## src/rtl/fixed_block_pool_allocator_defines.svh

```systemverilog
// Assertion macros for the block pool allocator.
`ifndef FIXED_BLOCK_POOL_ALLOCATOR_DEFINES_SVH
`define FIXED_BLOCK_POOL_ALLOCATOR_DEFINES_SVH

// Condition must hold on every clock edge outside reset.
`define FBPA_ASSERT_ALWAYS(label, cond, msg) \
  label: assert property (@(posedge clk) disable iff (rst) (cond)) else $error(msg);

// Antecedent implies consequent on the following edge.
`define FBPA_ASSERT_NEXT(label, ante, cons, msg) \
  label: assert property (@(posedge clk) disable iff (rst) (ante) |=> (cons)) else $error(msg);

`endif

```

## src/rtl/fbpa_pkg.sv

```systemverilog
// Types, constants and helpers for the fixed block pool allocator.
package fbpa_pkg;

  localparam int NUM_CHUNKS   = 64;
  localparam int CHUNK_BYTES  = 64;
  localparam int HEADER_BYTES = 16;

  localparam int HANDLE_W = 12;
  localparam int IDX_W    = (NUM_CHUNKS > 1) ? $clog2(NUM_CHUNKS) : 1;
  localparam int CNT_W    = 7;

  localparam logic [HANDLE_W-1:0] HEADER_H = HANDLE_W'(HEADER_BYTES);
  localparam logic [HANDLE_W-1:0] CHUNK_H  = HANDLE_W'(CHUNK_BYTES);
  localparam logic [HANDLE_W:0]   POOL_END = (HANDLE_W+1)'(NUM_CHUNKS * CHUNK_BYTES);
  localparam logic [CNT_W-1:0]    NUM_CHUNKS_C = CNT_W'(NUM_CHUNKS);

  localparam logic ACT_ALLOC   = 1'b0;
  localparam logic ACT_RELEASE = 1'b1;

  localparam logic [1:0] ST_OK           = 2'd0;
  localparam logic [1:0] ST_EMPTY        = 2'd1;
  localparam logic [1:0] ST_BAD_ADDR     = 2'd2;
  localparam logic [1:0] ST_ALREADY_FREE = 2'd3;

  typedef struct packed {
    logic                action;
    logic [HANDLE_W-1:0] handle;
  } req_t;

  typedef struct packed {
    logic [1:0]          status;
    logic [HANDLE_W-1:0] granted_handle;
    logic [CNT_W-1:0]    free_count;
  } rsp_t;

  // One free-list link: successor index and end-of-list mark.
  typedef struct packed {
    logic             last;
    logic [IDX_W-1:0] link;
  } link_word_t;

  function automatic link_word_t reset_word(input logic [IDX_W-1:0] idx);
    link_word_t w;
    w.last = (int'(idx) == NUM_CHUNKS - 1);
    w.link = IDX_W'(int'(idx) + 1);
    return w;
  endfunction

endpackage

```

## src/rtl/fixed_block_pool_allocator.sv

```systemverilog
// A result is presented in the cycle after its request transfer when no earlier
// result waits. Throughput: one request per cycle while req_stall is low; it rises
// when the two-entry result queue, which absorbs output stalls, is full. The head
// link and its successor link are held in registers, so each pop needs one registered
// link-memory read, issued ahead of use. Reset (synchronous, rst high): all chunks
// free, list 0..N-1 in order, restored by per-entry written bits; no clearing pass.
`include "fixed_block_pool_allocator_defines.svh"

module fixed_block_pool_allocator import fbpa_pkg::*; (
  input  logic clk,
  input  logic rst,
  input  logic req_valid,
  output logic req_stall,
  input  req_t req,
  output logic rsp_valid,
  input  logic rsp_stall,
  output rsp_t rsp
);

  link_word_t mem [NUM_CHUNKS];
  logic [NUM_CHUNKS-1:0] written;
  logic [NUM_CHUNKS-1:0] chunk_free, chunk_free_next;

  logic [IDX_W-1:0] head, head_next;
  link_word_t       head_word, head_word_next;
  link_word_t       succ_word;
  logic             list_empty, list_empty_next;
  logic [CNT_W-1:0] free_chunks, free_chunks_next;

  rsp_t       q [2];
  logic       wptr, rptr;
  logic [1:0] cnt;

  logic                accept, rsp_take;
  logic                pop, push;
  logic [IDX_W-1:0]    rel_idx;
  logic [HANDLE_W-1:0] off, off_rem, off_div;
  rsp_t                result;

  assign req_stall = (cnt == 2'd2);
  assign rsp_valid = (cnt != 2'd0);
  assign rsp       = q[rptr];
  assign accept    = req_valid && !req_stall;
  assign rsp_take  = rsp_valid && !rsp_stall;

  assign off     = req.handle - HEADER_H;
  assign off_rem = off % CHUNK_H;
  assign off_div = off / CHUNK_H;
  assign rel_idx = off_div[IDX_W-1:0];

  always_comb begin
    head_next        = head;
    head_word_next   = head_word;
    list_empty_next  = list_empty;
    free_chunks_next = free_chunks;
    chunk_free_next  = chunk_free;
    pop              = 1'b0;
    push             = 1'b0;
    result.status         = ST_OK;
    result.granted_handle = '0;
    if (accept) begin
      if (req.action == ACT_ALLOC) begin
        if (list_empty) begin
          result.status = ST_EMPTY;
        end else begin
          pop = 1'b1;
          result.granted_handle = HANDLE_W'(head) * CHUNK_H + HEADER_H;
          chunk_free_next[head] = 1'b0;
          if (head_word.last) begin
            list_empty_next = 1'b1;
          end else begin
            head_next      = head_word.link;
            head_word_next = succ_word;
          end
          if (free_chunks != '0) begin
            free_chunks_next = free_chunks - CNT_W'(1);
          end
        end
      end else begin
        if (req.handle < HEADER_H || {1'b0, off} >= POOL_END || off_rem != '0) begin
          result.status = ST_BAD_ADDR;
        end else if (chunk_free[rel_idx]) begin
          result.status = ST_ALREADY_FREE;
        end else begin
          push                     = 1'b1;
          chunk_free_next[rel_idx] = 1'b1;
          head_next                = rel_idx;
          head_word_next.last      = list_empty;
          head_word_next.link      = head;
          list_empty_next          = 1'b0;
          free_chunks_next         = free_chunks + CNT_W'(1);
        end
      end
    end
    result.free_count = free_chunks_next;
  end

  // Free-list state
  always_ff @(posedge clk) begin
    if (rst) begin
      head        <= '0;
      head_word   <= reset_word('0);
      list_empty  <= 1'b0;
      free_chunks <= NUM_CHUNKS_C;
      chunk_free  <= '1;
      written     <= '0;
    end else begin
      head        <= head_next;
      head_word   <= head_word_next;
      list_empty  <= list_empty_next;
      free_chunks <= free_chunks_next;
      chunk_free  <= chunk_free_next;
      if (push) begin
        written[rel_idx] <= 1'b1;
      end
    end
  end

  // Successor of the new head: registered link read, or the old head word on a push.
  always_ff @(posedge clk) begin
    if (rst) begin
      succ_word <= reset_word(IDX_W'(1));
    end else if (pop) begin
      succ_word <= written[succ_word.link] ? mem[succ_word.link] : reset_word(succ_word.link);
    end else if (push) begin
      succ_word <= head_word;
    end
  end

  always_ff @(posedge clk) begin
    if (push) begin
      mem[rel_idx] <= head_word_next;
    end
  end

  // Result queue
  always_ff @(posedge clk) begin
    if (rst) begin
      wptr <= 1'b0;
      rptr <= 1'b0;
      cnt  <= 2'd0;
    end else begin
      if (accept) begin
        wptr <= ~wptr;
      end
      if (rsp_take) begin
        rptr <= ~rptr;
      end
      cnt <= cnt + 2'(accept) - 2'(rsp_take);
    end
  end

  always_ff @(posedge clk) begin
    if (accept) begin
      q[wptr] <= result;
    end
  end

  `FBPA_ASSERT_ALWAYS(a_count_matches_bits, CNT_W'($countones(chunk_free)) == free_chunks, "free count disagrees with free bits")
  `FBPA_ASSERT_ALWAYS(a_empty_matches_count, list_empty == (free_chunks == '0), "empty flag disagrees with free count")
  `FBPA_ASSERT_ALWAYS(a_head_is_free, list_empty || chunk_free[head], "list head is not a free chunk")
  `FBPA_ASSERT_NEXT(a_pop_clears_bit, pop, !chunk_free[$past(head)], "allocated chunk still marked free")

endmodule

```

## config.mk

```make
export PLATFORM = sky130hd
export DESIGN_NAME = fixed_block_pool_allocator
export DESIGN_NICKNAME = d
export VERILOG_FILES = /design/src/rtl/fbpa_pkg.sv /design/src/rtl/fixed_block_pool_allocator.sv
export VERILOG_INCLUDE_DIRS = /design/src /design/src/rtl
export SDC_FILE = /design/constraint.sdc
export NUM_CORES = 1
export LEC_CHECK = 0
export BUFFER_PORTS_ARGS = -buffer_cell sky130_fd_sc_hd__buf_4
export CORE_MARGIN = 2
export CORE_UTILIZATION = 30
export DETAILED_ROUTE_END_ITERATION = 8
export HOLD_SLACK_MARGIN = 0.06
export PLACE_DENSITY = 0.45
export SLEW_MARGIN = 10
export SYNTH_ARGS = -nofsm -noshare
export SYNTH_HDL_FRONTEND = slang
export SYNTH_SLANG_ARGS = --single-unit
export TNS_END_PERCENT = 5
```

## constraint.sdc

```tcl
create_clock -name clk -period 7.3 [get_ports clk]
set_input_delay 1.46 -clock clk [delete_from_list [all_inputs] [get_ports clk]]
set_output_delay 1.46 -clock clk [all_outputs]
set_load 0.005 [all_outputs]
```

# Yosys cells after proc, flatten, opt, wreduce, memory -nomap -nowiden
# Memories as Yosys holds them, arrays and structs flattened. A register that Yosys moved wholly into a read port is not among the register bits.
# Index checks and enable logic that the tools add are counted.
word_totals:
  out_inout_bits: 23
  ram_bits: 490
  in_bits: 17
  reg_bits: 160
  memories: 2
mem_list:
  columns: ["name", "depth", "width", "rd", "rd_clocked_by_memory_dff", "wr", "line", "text"]
  rows:
  - ["mem", 64, 7, 1, 1, 1, "fixed_block_pool_allocator.sv:20", "link_word_t mem [NUM_CHUNKS];"]
  - ["q", 2, 21, 1, 1, 1, "fixed_block_pool_allocator.sv:30", "rsp_t q [2];"]
op_classes:
  bitwise_logic: 6
  eq_ne: 6
  order_cmp: 6
  add_sub_neg: 7
  reduce_logical: 14
  muxes: 59
op_table:
  columns: ["op", "n"]
  rows:
  - ["2-to-1 mux 64 bit", 4]
  - ["OR 64 bit", 2]
  - ["2-to-1 mux 7 bit", 15]
  - ["bitwise AND 64 bit", 1]
  - ["NOT 64 bit", 1]
  - ["2-to-1 mux 6 bit", 7]
  - ["2-to-1 mux 12 bit", 2]
  - ["2-to-1 mux 1 bit", 23]
  - ["less-than comparator 6 x 7 -> 1 bit (second input constant)", 3]
  - ["2-to-1 mux 14 bit", 1]
  - ["adder 12 x 5 -> 12 bit (second input constant)", 1]
  - ["binary-select mux 1 bit (select 6 bit)", 2]
  - ["demux 1 bit (select 6 bit)", 2]
  - ["greater-or-equal comparator 6 x 1 -> 1 bit (second input constant)", 2]
  - ["less-than comparator 12 x 5 -> 1 bit (second input constant)", 1]
  - ["nonzero test 12 bit", 1]
  - ["subtractor 12 x 5 -> 12 bit (second input constant)", 1]
  - ["inequality test 2 bit (second input constant)", 4]
  - ["adder 7 x 1 -> 7 bit (second input constant)", 1]
  - ["nonzero test 7 bit", 1]
  - ["subtractor 7 x 1 -> 7 bit (second input constant)", 1]
  - ["adder 6 x 1 -> 6 bit (second input constant)", 1]
  - ["equality test 6 x 1 -> 1 bit (second input constant)", 1]
  - ["2-to-1 mux 2 bit", 3]
  - ["other kinds (11)", 17]

# Depth between registers and ports, before layout
# Gate-level depths: netlist of run 1.
depth:
  word_depth: 11
  ltp_mapped: 12
  ltp_nobuf: 9

# Worst setup path before layout of run 1
# No wires, ideal clock.
synth_timing:
  kind: "input to register"
  startpoint: "input port req[4] in the netlist's numbering"
  endpoint: "memory mem[0][0] in the netlist's numbering, data pin"
  path_stages: 10
  setup_time_ps: 548
  t_arrival_ps: 5980
  slack_ps: 773
  path_buffers: 2
  path_cell_list: "buf_2 -> or3_1 -> buf_4 -> nand2_1 -> mux4_2 -> a32oi_1 -> nand4_4 -> nor4_4 -> mux2_2 -> a21oi_1"
synth_lines:
  columns: ["element", "line", "text"]
  rows:
  - ["start: declaration", "fixed_block_pool_allocator.sv:14", "input req_t req,"]
  - ["end: declaration", "fixed_block_pool_allocator.sv:20", null]

==> results of run 1 <==
## flip-flops by register name, indices dropped and copies added (netlist names), 2 cells and up, named ones only
name and count:
free_chunks 7, head 6, head_word 7, q 32
chunk_free 64, written 64, mem 448, cnt 2
succ_word 7
## kinds of logic (layout without fill, tap and decap cells)
kind of cell | count (synthesis) | after routing
xor gates and xnor gates | 8 | 8
adders and majority gates | 6 | 6
and+or+nand+nor | 410 | 410
muxes | 200 | 200
buffers and inverters | 137 | 212
DFF | 647 | 647
AOI/OAI and AO/OA | 394 | 394
other | 1 | 5
## synthesized netlist by cell type, drive strengths merged (4+ instances only)
cell type  count
nor4          11
a21o           4
o22ai         14
o2bb2ai       65
nor3b          6
o31ai         33
or2            6
a221oi         7
nand2        133
a22oi         27
nand2b        13
inv           14
o21ai         66
buf           50
clkbuf        71
and3          19
a21oi         99
o21a           4
a22o           9
edfxtp       480
nand3         41
ha             6
mux2i         26
or3            7
mux4         151
nor2         108
nand3b         5
dfxtp        167
o2111ai        5
o211ai        10
xnor2          6
a311oi         7
a31oi          4
mux2          23
nor2b         16
nor3          19
or4            4
nand4          9
a211oi        14
## path summary, 6_finish.rpt
path | to | slack, ns | depth (start not counted)
worst max-delay path | mem[32][2] | 1.94 | 11
worst min-delay path | written[13] | 0.46 | 1
worst max register to register | register | 3.31 | 9
worst min register to register | written[13] | 0.46 | 1
## critical path, stage by stage
cell and delay (ns):
buf_4 0.15, o21ai_1 0.72, mux2i_1 0.48, a311o_1 0.47
a211oi_1 0.46, o211ai_2 0.24, nor4_4 0.29, buf_4 0.33
mux2i_1 0.18, o21ai_4 0.14, buf_4 0.67
## layer usage
layer,GRT usage,share of wire,vias to the layer above
li1,-,-,7258
met1,0.2413,0.45,8556
met2,0.2644,0.46,610
met3,0.03494,0.066,139
met4,0.05167,0.028,0
met5,0,0,-
## metrics by stage
stage	instance area, µm²	hold WS [ns]	setup slack [ns]	power, mW	util
global placement	28900	0.4397	1.520	5.322	0.3211
detailed placement	28900	0.4434	1.451	5.337	0.3211
finish	31020	0.4586	1.941	8.605	0.3446
floorplan	27260	0.4271	0.7726	4.897	-
CTS	31020	0.4621	2.133	8.704	0.3446
global route	31020	0.4764	1.739	8.921	0.3446
## final cells by class
| cell class | instances | area (µm²) | area share |
|---|---|---|---|
| repair buffers | 72 | 615.6 | 0.01984 |
| flip-flops and latches | 647 | 17770 | 0.5727 |
| clock inverters | 30 | 216.5 | 0.006978 |
| inverters | 16 | 60.06 | 0.001936 |
| multi-input cells | 1023 | 8989 | 0.2898 |
| well taps | 1176 | 1471 | 0.04743 |
| clock buffers | 94 | 1903 | 0.06135 |
## power groups by stage
stage	Clock (mW)	Combinational [mW]	Sequential, mW
2_1_floorplan	0	0.690	4.21
3_3_place_gp	0	1.04	4.28
3_5_place_dp	0	1.06	4.28
4_1_cts	3.44	1.06	4.20
5_1_grt	3.58	1.13	4.21
6_report	3.36	1.05	4.20
==> out/qor.yml, run 1 <==
clockRootBuffer: "clkbuf_16"
peakVddDrop_v: 0.0001874
synth_top_family_by_area: "multiplexers"
ios: 40
yosysWarnings: 0
fin_nets: 1854
core-area_um2: 90010
status: "finished clean"
postCtsHoldBufs: 0
rsz0062_at_grt: "false"
swShare: 0.2556
fin_crit_ns: 5.359
worstHoldStart: "written[13]"
slew_headroom: 0.1575
synth_xor_area_frac: 0.002572
drc: 0
path_class: "in -> reg"
rows: 110
path_max_fanout: 64
die_h_um: 305.4
maxSlewViolCount: 0
finalSetupViolCount: 0
hpwlAfterDp_um: 50340
setup.worst_path.start_class: "input pin"
syn_area_per_cell_um2: 15.11
clk_latency_ns: 0.62
grt_usage: 0.1707
clk_pin_slew_ns: 0.06
overflow: 0
synth_edf_count: 480
vias: 16563
final_common_cell: "edfxtp_1"
first_global_vias: 16458
yosys.area.top_type: "edfxtp_1"
cellInternalPower_mw: 6.406
synth_cells: 1803
maxCapViolations: 0
area_delta_synth_final_pct: 13.85
worst_pin_slew_ns: 1.254
synth-seq-cells: 647
layout_worst_path_cycle_share: 0.7341
synthArstFlopShare: 0
final_cells: 3058
max_freq_mhz: 186.6
yosys-top-cells-area: "edfxtp_1, mux4_2, dfxtp_1, o2bb2ai_1, a21oi_1"
arrival_ns: 5.64
antenna_left: 0
synth_adder_area_share: 0.002755
io_buffers: 34
syn-cell-area_um2: 27250
seq_area_frac_synth: 0.6517
synth-compound-area-share: 0.1015
worstSetupStartpoint: "req[4]"
drt-total-wl_um: 80290
p_sw_mw: 2.200
cts_buffer_depth: 3
timing.critical_path.to_type: "register"
postCtsResizedCells: 0
p_leak_nw: 9.756
post_cts_buffers: 0
pwr-share-seq: 0.488
grt_pass1_wl_um: 117200
avgViaCountPerCell: 5.416
cts_made_buffers: 71
first_pass_iters: 6
required_ns: 7.58
antennaDiodeCount: 0
hp-class: "reg -> reg"
clock_skew_ns: 0.02282
grt_antenna_before_repair: 1
fp.dieW_um: 305.4
clock-sinks: 647
yosys.area_share.simple: 0.07572
synth.top_cell.area_share: 0.5290
powerDensity_nw_per_um2: 277.4
hold_viol: 0
comb_power_share: 0.122
initial_utilization: 0.3027
post-place-cells: 2934
synth_top_flop_cell: "edfxtp_1"
cts_tree: "built"
h-tree-depth: 3
synth.mux.area_fraction: 0.1439
grt_max_degree: 91
num-fill-cells: 8670
tns_ns: 0
pwr-share-clk: 0.390
drive_gt1_frac: 0.2046
die_area_um2: 93250
synth_cell_type_count: 84
place.gp.congestion: 0.8691
wl_per_cell_um: 26.26
drt_iter0_drc: 1730
layout_common_cells: "edfxtp_1, dfxtp_1, mux4_2, nand2_1, nor2_1"
Power figures use the tool's default switching activity.
==> run 2, diff against run 1 <==
- ABC_AREA: not set -> 1
- PLACE_DENSITY: 0.45 -> 0.46
- clock period: 7.3 -> 4.7 ns (I/O delays scaled with it)
==> run 2 against run 1 <==
  * Non-clock buffer count increased by 21
  * Clock power increased by 61%
  * Register-to-register slack got worse by 1.8 ns
  * Sequential share of layout area decreased by 2.0 points
  * Critical path depth increased by 6
  * Final cell count increased by 40%
  * Synthesized cell count increased by 65%
  * Clock skew increased by 0.016 ns
  * Area after synthesis increased by 3.9%
  * Critical endpoint is now mem[25][1]
  * Largest cell class unchanged
==> out/qor.yml, run 2 <==
initial_utilization: 0.3027  # about the same
largest_register: "mem"  # unchanged
yosysWarnings: 0  # unchanged
postCtsHoldBufs: 0  # unchanged
place.gp.congestion: 0.8513  # was 0.8691
antenna_left: 0  # unchanged
core-area_um2: 93470  # was 90,010 µm²
max_freq_mhz: 260.2
timing.critical_path.to_type: "register"  # unchanged
drive_gt1_frac: 0.08805  # was 0.2046
crit_chain: "buf_4 -> nor2_4 -> nand2_2 -> nand2_2 -> inv_2 -> nand2_1 -> nand2_1 -> nand2_1 -> nand2_1 -> o21ai_1 -> nand2_1 -> nor2_4 -> nand4_4 -> nor2_4 -> buf_4 -> nand2_1 -> inv_1"  # was buf_4 -> o21ai_1 -> mux2i_1 -> a311o_1 -> a211oi_1 -> o211ai_2 -> nor4_4 -> buf_4 -> mux2i_1 -> o21ai_4 -> buf_4
slew_headroom: 0.3177  # was 0.1575
powerDensity_nw_per_um2: 456.3  # was 277.4 nW/µm²
clk_pin_slew_ns: 0.06  # about the same
synth_edf_count: 480  # unchanged
slowest_stage: "buf_4"  # was o21ai_1
synth-seq-cells: 647  # unchanged
maxCapViolations: 0  # unchanged
status: "finished clean"  # unchanged
vias: 21280  # was 16,563
cts_tree: "built"  # unchanged
grt_max_degree: 156  # was 91
hold_viol: 0  # unchanged
postCtsResizedCells: 0  # unchanged
fin_crit_ns: 3.843
synthArstFlopShare: 0  # unchanged
tns_ns: 0  # unchanged
die_h_um: 311.1  # was 305.4 µm
cts_made_buffers: 73  # was 71
peakVddDrop_v: 0.0002895  # was 0.0001874 V
synth_cell_type_count: 44  # was 84
cellInternalPower_mw: 10.30  # was 6.406 mW
maxSlewViolCount: 0  # unchanged
comb_power_share: 0.181  # was 0.122
largest_reg_flops: 448  # unchanged
clock-sinks: 647  # unchanged
num-fill-cells: 9620  # was 8,670
seq_area_frac_synth: 0.6275  # was 0.6517
yosys.area.top_type: "edfxtp_1"  # unchanged
yosys-top-cells-area: "edfxtp_1, dfxtp_1, nand2_1, nor2_1, o21ai_0"  # was edfxtp_1, mux4_2, dfxtp_1, o2bb2ai_1, a21oi_1
synth.top_cell.area_share: 0.5094  # was 0.5290
required_ns: 4.97  # was 7.58 ns
top_regs: "mem x448, chunk_free x64, written x64"  # unchanged
drt-total-wl_um: 91130  # was 80,290 µm
worst_pin_slew_ns: 1.022  # was 1.254 ns
cpPeakStageDelay_ns: 0.48  # was 0.72 ns
path_max_fanout: 44  # was 64
fin_nets: 2987  # was 1,854
path_common_cell: "nand2_1"  # was buf_4
setup.worst_path.start_class: "input pin"  # unchanged
p_sw_mw: 4.362  # was 2.200 mW
r2r_setup_slack_ns: 1.54  # was 3.31 ns
pwr-share-clk: 0.370  # was 0.390
crit_family: "simple AND/OR/NAND/NOR gates"  # was compound AO/OA/AOI/OAI gates
layout_common_cells: "nand2_1, edfxtp_1, nor2_1, o21ai_0, nand3_1"  # was edfxtp_1, dfxtp_1, mux4_2, nand2_1, nor2_1
pwr-share-seq: 0.449  # was 0.488
first_pass_iters: 7  # was 6
grt_pass1_wl_um: 136000  # was 117,200 µm
rsz0062_at_grt: "false"  # unchanged
arrival_ns: 4.11  # was 5.64 ns
fp.dieW_um: 311.1  # was 305.4 µm
rows: 112  # was 110
clockRootBuffer: "clkbuf_16"  # unchanged
synth.most_common_cell: "nand2_1"  # was edfxtp_1
h-tree-depth: 3  # unchanged
antennaDiodeCount: 0  # unchanged
syn-cell-area_um2: 28300  # was 27,250 µm²
ys_top_cells_by_count: "nand2_1, edfxtp_1, nor2_1, o21ai_0, nand3_1"  # was edfxtp_1, dfxtp_1, mux4_2, nand2_1, nor2_1
cts_buffer_depth: 3  # unchanged
synth_cells: 2971  # was 1,803
area_delta_synth_final_pct: 13.57  # was 13.85%
finalSetupViolCount: 0  # unchanged
overflow: 0  # unchanged
syn_area_per_cell_um2: 9.524  # was 15.11 µm²
final_common_cell: "nand2_1"  # was edfxtp_1
drc: 0  # unchanged
post_cts_buffers: 0  # unchanged
swShare: 0.2974  # was 0.2556
die_area_um2: 96800  # was 93,250 µm²
drt_iter0_drc: 2018  # was 1,730
clk_latency_ns: 0.62  # about the same
synth_top_flop_cell: "edfxtp_1"  # unchanged
layout_worst_path_cycle_share: 0.8177
grt_usage: 0.1847  # was 0.1707
io_buffers: 34  # unchanged
wl_per_cell_um: 21.32  # was 26.26 µm
avgViaCountPerCell: 4.978  # was 5.416
critPathBufInv: 4  # was 3
path_class: "in -> reg"  # unchanged
first_global_vias: 20431  # was 16,458
ios: 40  # unchanged
grt_antenna_before_repair: 1  # unchanged
hpwlAfterDp_um: 58960  # was 50,340 µm
p_leak_nw: 11.90  # was 9.756 nW
p_total_mw: 14.66  # was 8.605 mW
hp-class: "reg -> reg"  # unchanged
clock_skew_ns: 0.03842  # was 0.02282 ns
[run 2: cell types whose count changed after synthesis, moves of 32 or more]
cell       delta
o21ai_0     +249
nand2_1     +458
o2bb2ai_1    -65
o22ai_1      +86
nor2_1      +366
inv_1       +149
clkbuf_1     +58
nand3_1     +218
o31ai_1      -32
mux4_2      -151
[run 2: final timing paths]
check | start | end | cells after the start
worst min register to register | rptr | rptr | 1
worst min-delay path | rptr | rptr | 1
worst max register to register | succ_word[0] | succ_word[6] | 14
worst max-delay path | req[4] | mem[25][1] | 17
[run 2: cell type report]
| type | count | area [µm²] | share of cell area |
|---|---|---|---|
| Sequential cell | 647 | 17770 | 0.5529 |
| Multi-Input combinational cell | 1958 | 9005 | 0.2802 |
| Clock buffer | 96 | 1954 | 0.06081 |
| Tap cell | 1254 | 1569 | 0.04882 |
| Timing Repair Buffer | 93 | 848.3 | 0.02640 |
| Inverter | 191 | 721.9 | 0.02246 |
| Clock inverter | 36 | 271.5 | 0.008448 |
[run 2: power groups by stage]
stage / clock (mW) / combinational (mW) / sequential, mW
floorplan: 0 / 1.60 / 6.64
global placement: 0 / 2.68 / 6.71
detailed placement: 0 / 2.67 / 6.71
CTS: 5.55 / 2.67 / 6.59
global route: 5.77 / 2.91 / 6.60
finish: 5.42 / 2.65 / 6.59
[run 2: kinds of logic after synthesis]
group | count (synthesis) | share of synthesized area
xor+xnor | 6 | 0.001857
buf+inv | 370 | 0.05554
mux | 16 | 0.006367
compound gates | 554 | 0.1065
other cells | 1 | 0.0001325
flops | 647 | 0.6275
simple gates | 1371 | 0.1995
fa+ha+maj | 6 | 0.002653
[run 2: worst register-to-register path, cell delays in order, from the launching register on]
cell      delay, ns
dfxtp_2        0.42
inv_1          0.55
o21ai_0        0.22
o22ai_1        0.30
nand2_1        0.12
nand2_1        0.13
nand2_1        0.06
nand3_1        0.09
nand3_1        0.19
nand2_1        0.32
nand3_1        0.15
o211ai_1       0.22
nand2_1        0.09
nor2_1         0.13
nor2_1         0.05
[run 2: layer usage]
layer / routed length, µm / track usage / up-vias / part of all wire
met1: 42090 / 0.2597 / 10345 / 0.46
li1: - / - / 10172 / -
met5: 13 / 0 / - / 0.00014
met3: 4965 / 0.02593 / 136 / 0.054
met2: 41690 / 0.2934 / 625 / 0.46
met4: 2381 / 0.05907 / 2 / 0.026
[run 2: metrics by stage]
step / area [µm²] / hold WS [ns] / cells / setup slack [ns] / utilization
6_report: 32140 / 0.4493 / 4275 / 0.8567 / 0.3438
5_1_grt: 32140 / 0.4747 / 4275 / 0.5574 / 0.3438
4_1_cts: 32140 / 0.4515 / 4275 / 0.8641 / 0.3438
3_5_place_dp: 29910 / 0.4429 / 4143 / 0.2353 / 0.3200
3_3_place_gp: 29910 / 0.4394 / 4143 / 0.2818 / 0.3200
2_1_floorplan: 28310 / 0.4224 / 2975 / 0.6284 / -
==> run 3, diff against run 2 <==
- PLACE_DENSITY: 0.46 -> 0.45
- clock period: 4.7 -> 3.8 ns (I/O delays scaled with it)
==> run 3 against run 2 <==
  * Global-route usage is 0.19 points higher
  * Highest routed layer unchanged
  * Flip-flop and latch count is the same
  * Register-to-register slack worse by 0.69 ns
  * Die area stayed put
  * Combinational power grew 28%
  * Worst hold slack is essentially flat
  * Via count grew 1.8%
==> out/qor.yml, run 3 (same netlist as run 2, synthesis figures left out) <==
largest_reg_flops: 448  # unchanged
final_util: 0.3504  # was 0.3438
hpwlAfterDp_um: 60490  # was 58,960 µm
hold_viol: 0  # unchanged
hp-class: "reg -> reg"  # unchanged
post_cts_buffers: 0  # unchanged
top_regs: "mem x448, chunk_free x64, written x64"  # unchanged
initial_utilization: 0.3027  # unchanged
pwr-share-seq: 0.439  # was 0.449
slew_headroom: 0.2477  # was 0.3177
overflow: 0  # unchanged
die_area_um2: 96800  # unchanged
grt_pass1_wl_um: 137900  # was 136,000 µm
drive_gt1_frac: 0.09958  # was 0.08805
cts_buffer_depth: 3  # unchanged
swShare: 0.2893  # was 0.2974
largest_register: "mem"  # unchanged
io_buffers: 34  # unchanged
max_freq_mhz: 316.0
postCtsHoldBufs: 0  # unchanged
postCtsResizedCells: 0  # unchanged
grt_max_degree: 146  # was 156
post-place-cells: 4185  # was 4,143
avgViaCountPerCell: 5.017  # was 4.978
setup_slack_ns: 0.6354  # was 0.8567 ns
clk_latency_ns: 0.62  # about the same
drt_iter0_drc: 2004  # was 2,018
fin_crit_ns: 3.165
antennaDiodeCount: 0  # unchanged
maxCapViolations: 0  # unchanged
vias: 21659  # was 21,280
cts_made_buffers: 74  # was 73
antenna_left: 0  # unchanged
arrival_ns: 3.45  # was 4.11 ns
first_global_vias: 21365  # was 20,431
status: "finished clean"  # unchanged
num-fill-cells: 9539  # was 9,620
clk_pin_slew_ns: 0.06  # about the same
place.gp.congestion: 0.8869  # was 0.8513
clockRootBuffer: "clkbuf_16"  # unchanged
maxSlewViolCount: 0  # unchanged
powerDensity_nw_per_um2: 566.4  # was 456.3 nW/µm²
worst_pin_slew_ns: 1.128  # was 1.022 ns
fp.dieW_um: 311.1  # unchanged
final_cells: 4317  # was 4,275
pwr-share-clk: 0.378  # was 0.370
grt_antenna_before_repair: 2  # was 1
timing.critical_path.to_type: "register"  # unchanged
comb_power_share: 0.183  # was 0.181
cts_tree: "built"  # unchanged
final_common_cell: "nand2_1"  # unchanged
p_total_mw: 18.55  # was 14.66 mW
path_max_fanout: 27  # was 44
area_delta_synth_final_pct: 15.75  # was 13.57%
setup.worst_path.start_class: "input pin"  # unchanged
finalSetupViolCount: 0  # unchanged
required_ns: 4.08  # was 4.97 ns
rows: 112  # unchanged
p_leak_nw: 12.22  # was 11.90 nW
drt-total-wl_um: 91910  # was 91,130 µm
peakVddDrop_v: 0.0003413  # was 0.0002895 V
wl_per_cell_um: 21.29  # was 21.32 µm
layout_common_cells: "nand2_1, edfxtp_1, nor2_1, o21ai_0, nand3_1"  # unchanged
layout_worst_path_cycle_share: 0.8328
first_pass_iters: 6  # was 7
ios: 40  # unchanged
drc: 0  # unchanged
core-area_um2: 93470  # unchanged
die_h_um: 311.1  # unchanged
clock-sinks: 647  # unchanged
fin_nets: 3030  # was 2,987
path_class: "in -> reg"  # unchanged
rsz0062_at_grt: "false"  # unchanged
grt_usage: 0.1866  # was 0.1847
p_sw_mw: 5.367  # was 4.362 mW
clock_skew_ns: 0.02421  # was 0.03842 ns
h-tree-depth: 3  # unchanged
pre_cts_ws_ns: 0.005590  # was 0.2353 ns
cellInternalPower_mw: 13.19  # was 10.30 mW
## run 3: cell types whose count changed in the layout (fill, tap and decap cells not counted), sizes merged
cell / before / now
clkinvlp: 4 / 0
bufinv: 3 / 6
clkinv: 31 / 23
clkbuf: 96 / 105
buf: 93 / 135
## run 3: layout make-up
type	instances	area (µm²)	area share
clock buffer	105	2059	0.06288
multi-input combinational	1958	9005	0.2749
tap	1254	1569	0.04790
timing repair buffer	135	1351	0.04126
inverter	191	721.9	0.02204
sequential	647	17770	0.5424
clock inverter	27	280.3	0.008557
## run 3: critical path, stage by stage
cell and delay [ns]:
buf_4 0.11, nor2_4 0.05, nand2_2 0.10, buf_12 0.17, nand2_1 0.06, nand2_1 0.12
nor2_2 0.08, buf_4 0.17, nand2_1 0.07, nand2_1 0.05, o21ai_1 0.18, nand2_1 0.19
nor2_8 0.23, nand4_4 0.13, nor2_4 0.15, buf_12 0.21, buf_12 0.19, nand2_1 0.11
inv_1 0.27
## run 3: stage by stage
stage	hold slack (ns)	TNS [ns]	cell area, µm²
detailed placement	0.4406	0	30410
global route	0.4601	0	32750
floorplan	0.4224	-7.776	28320
CTS	0.4174	0	32750
finish	0.4492	0	32750
global placement	0.4364	0	30410
## run 3: path summary, 6_finish.rpt
kind | slack [ns] | from | cells after the start | end
min | 0.45 | written[62] | 2 | written[62]
max reg2reg | 0.85 | succ_word[0] | 14 | succ_word[6]
max | 0.64 | req[4] | 19 | mem[21][3]
min reg2reg | 0.45 | written[62] | 2 | written[62]
## run 3: per-layer routing
layer	global-route usage	wire length, µm	vias to the layer above
met5	0	9	-
met2	0.3030	42680	605
li1	-	-	10240
met3	0.02339	4202	142
met1	0.2585	42520	10670
met4	0.05995	2496	2
## run 3: power groups by stage
stage / sequential (mW) / combinational [mW] / clock [mW]
detailed placement: 8.29 / 3.42 / 0
CTS: 8.14 / 3.43 / 7.16
finish: 8.14 / 3.40 / 7.01
floorplan: 8.21 / 1.98 / 0
global placement: 8.29 / 3.42 / 0
global route: 8.16 / 3.73 / 7.43
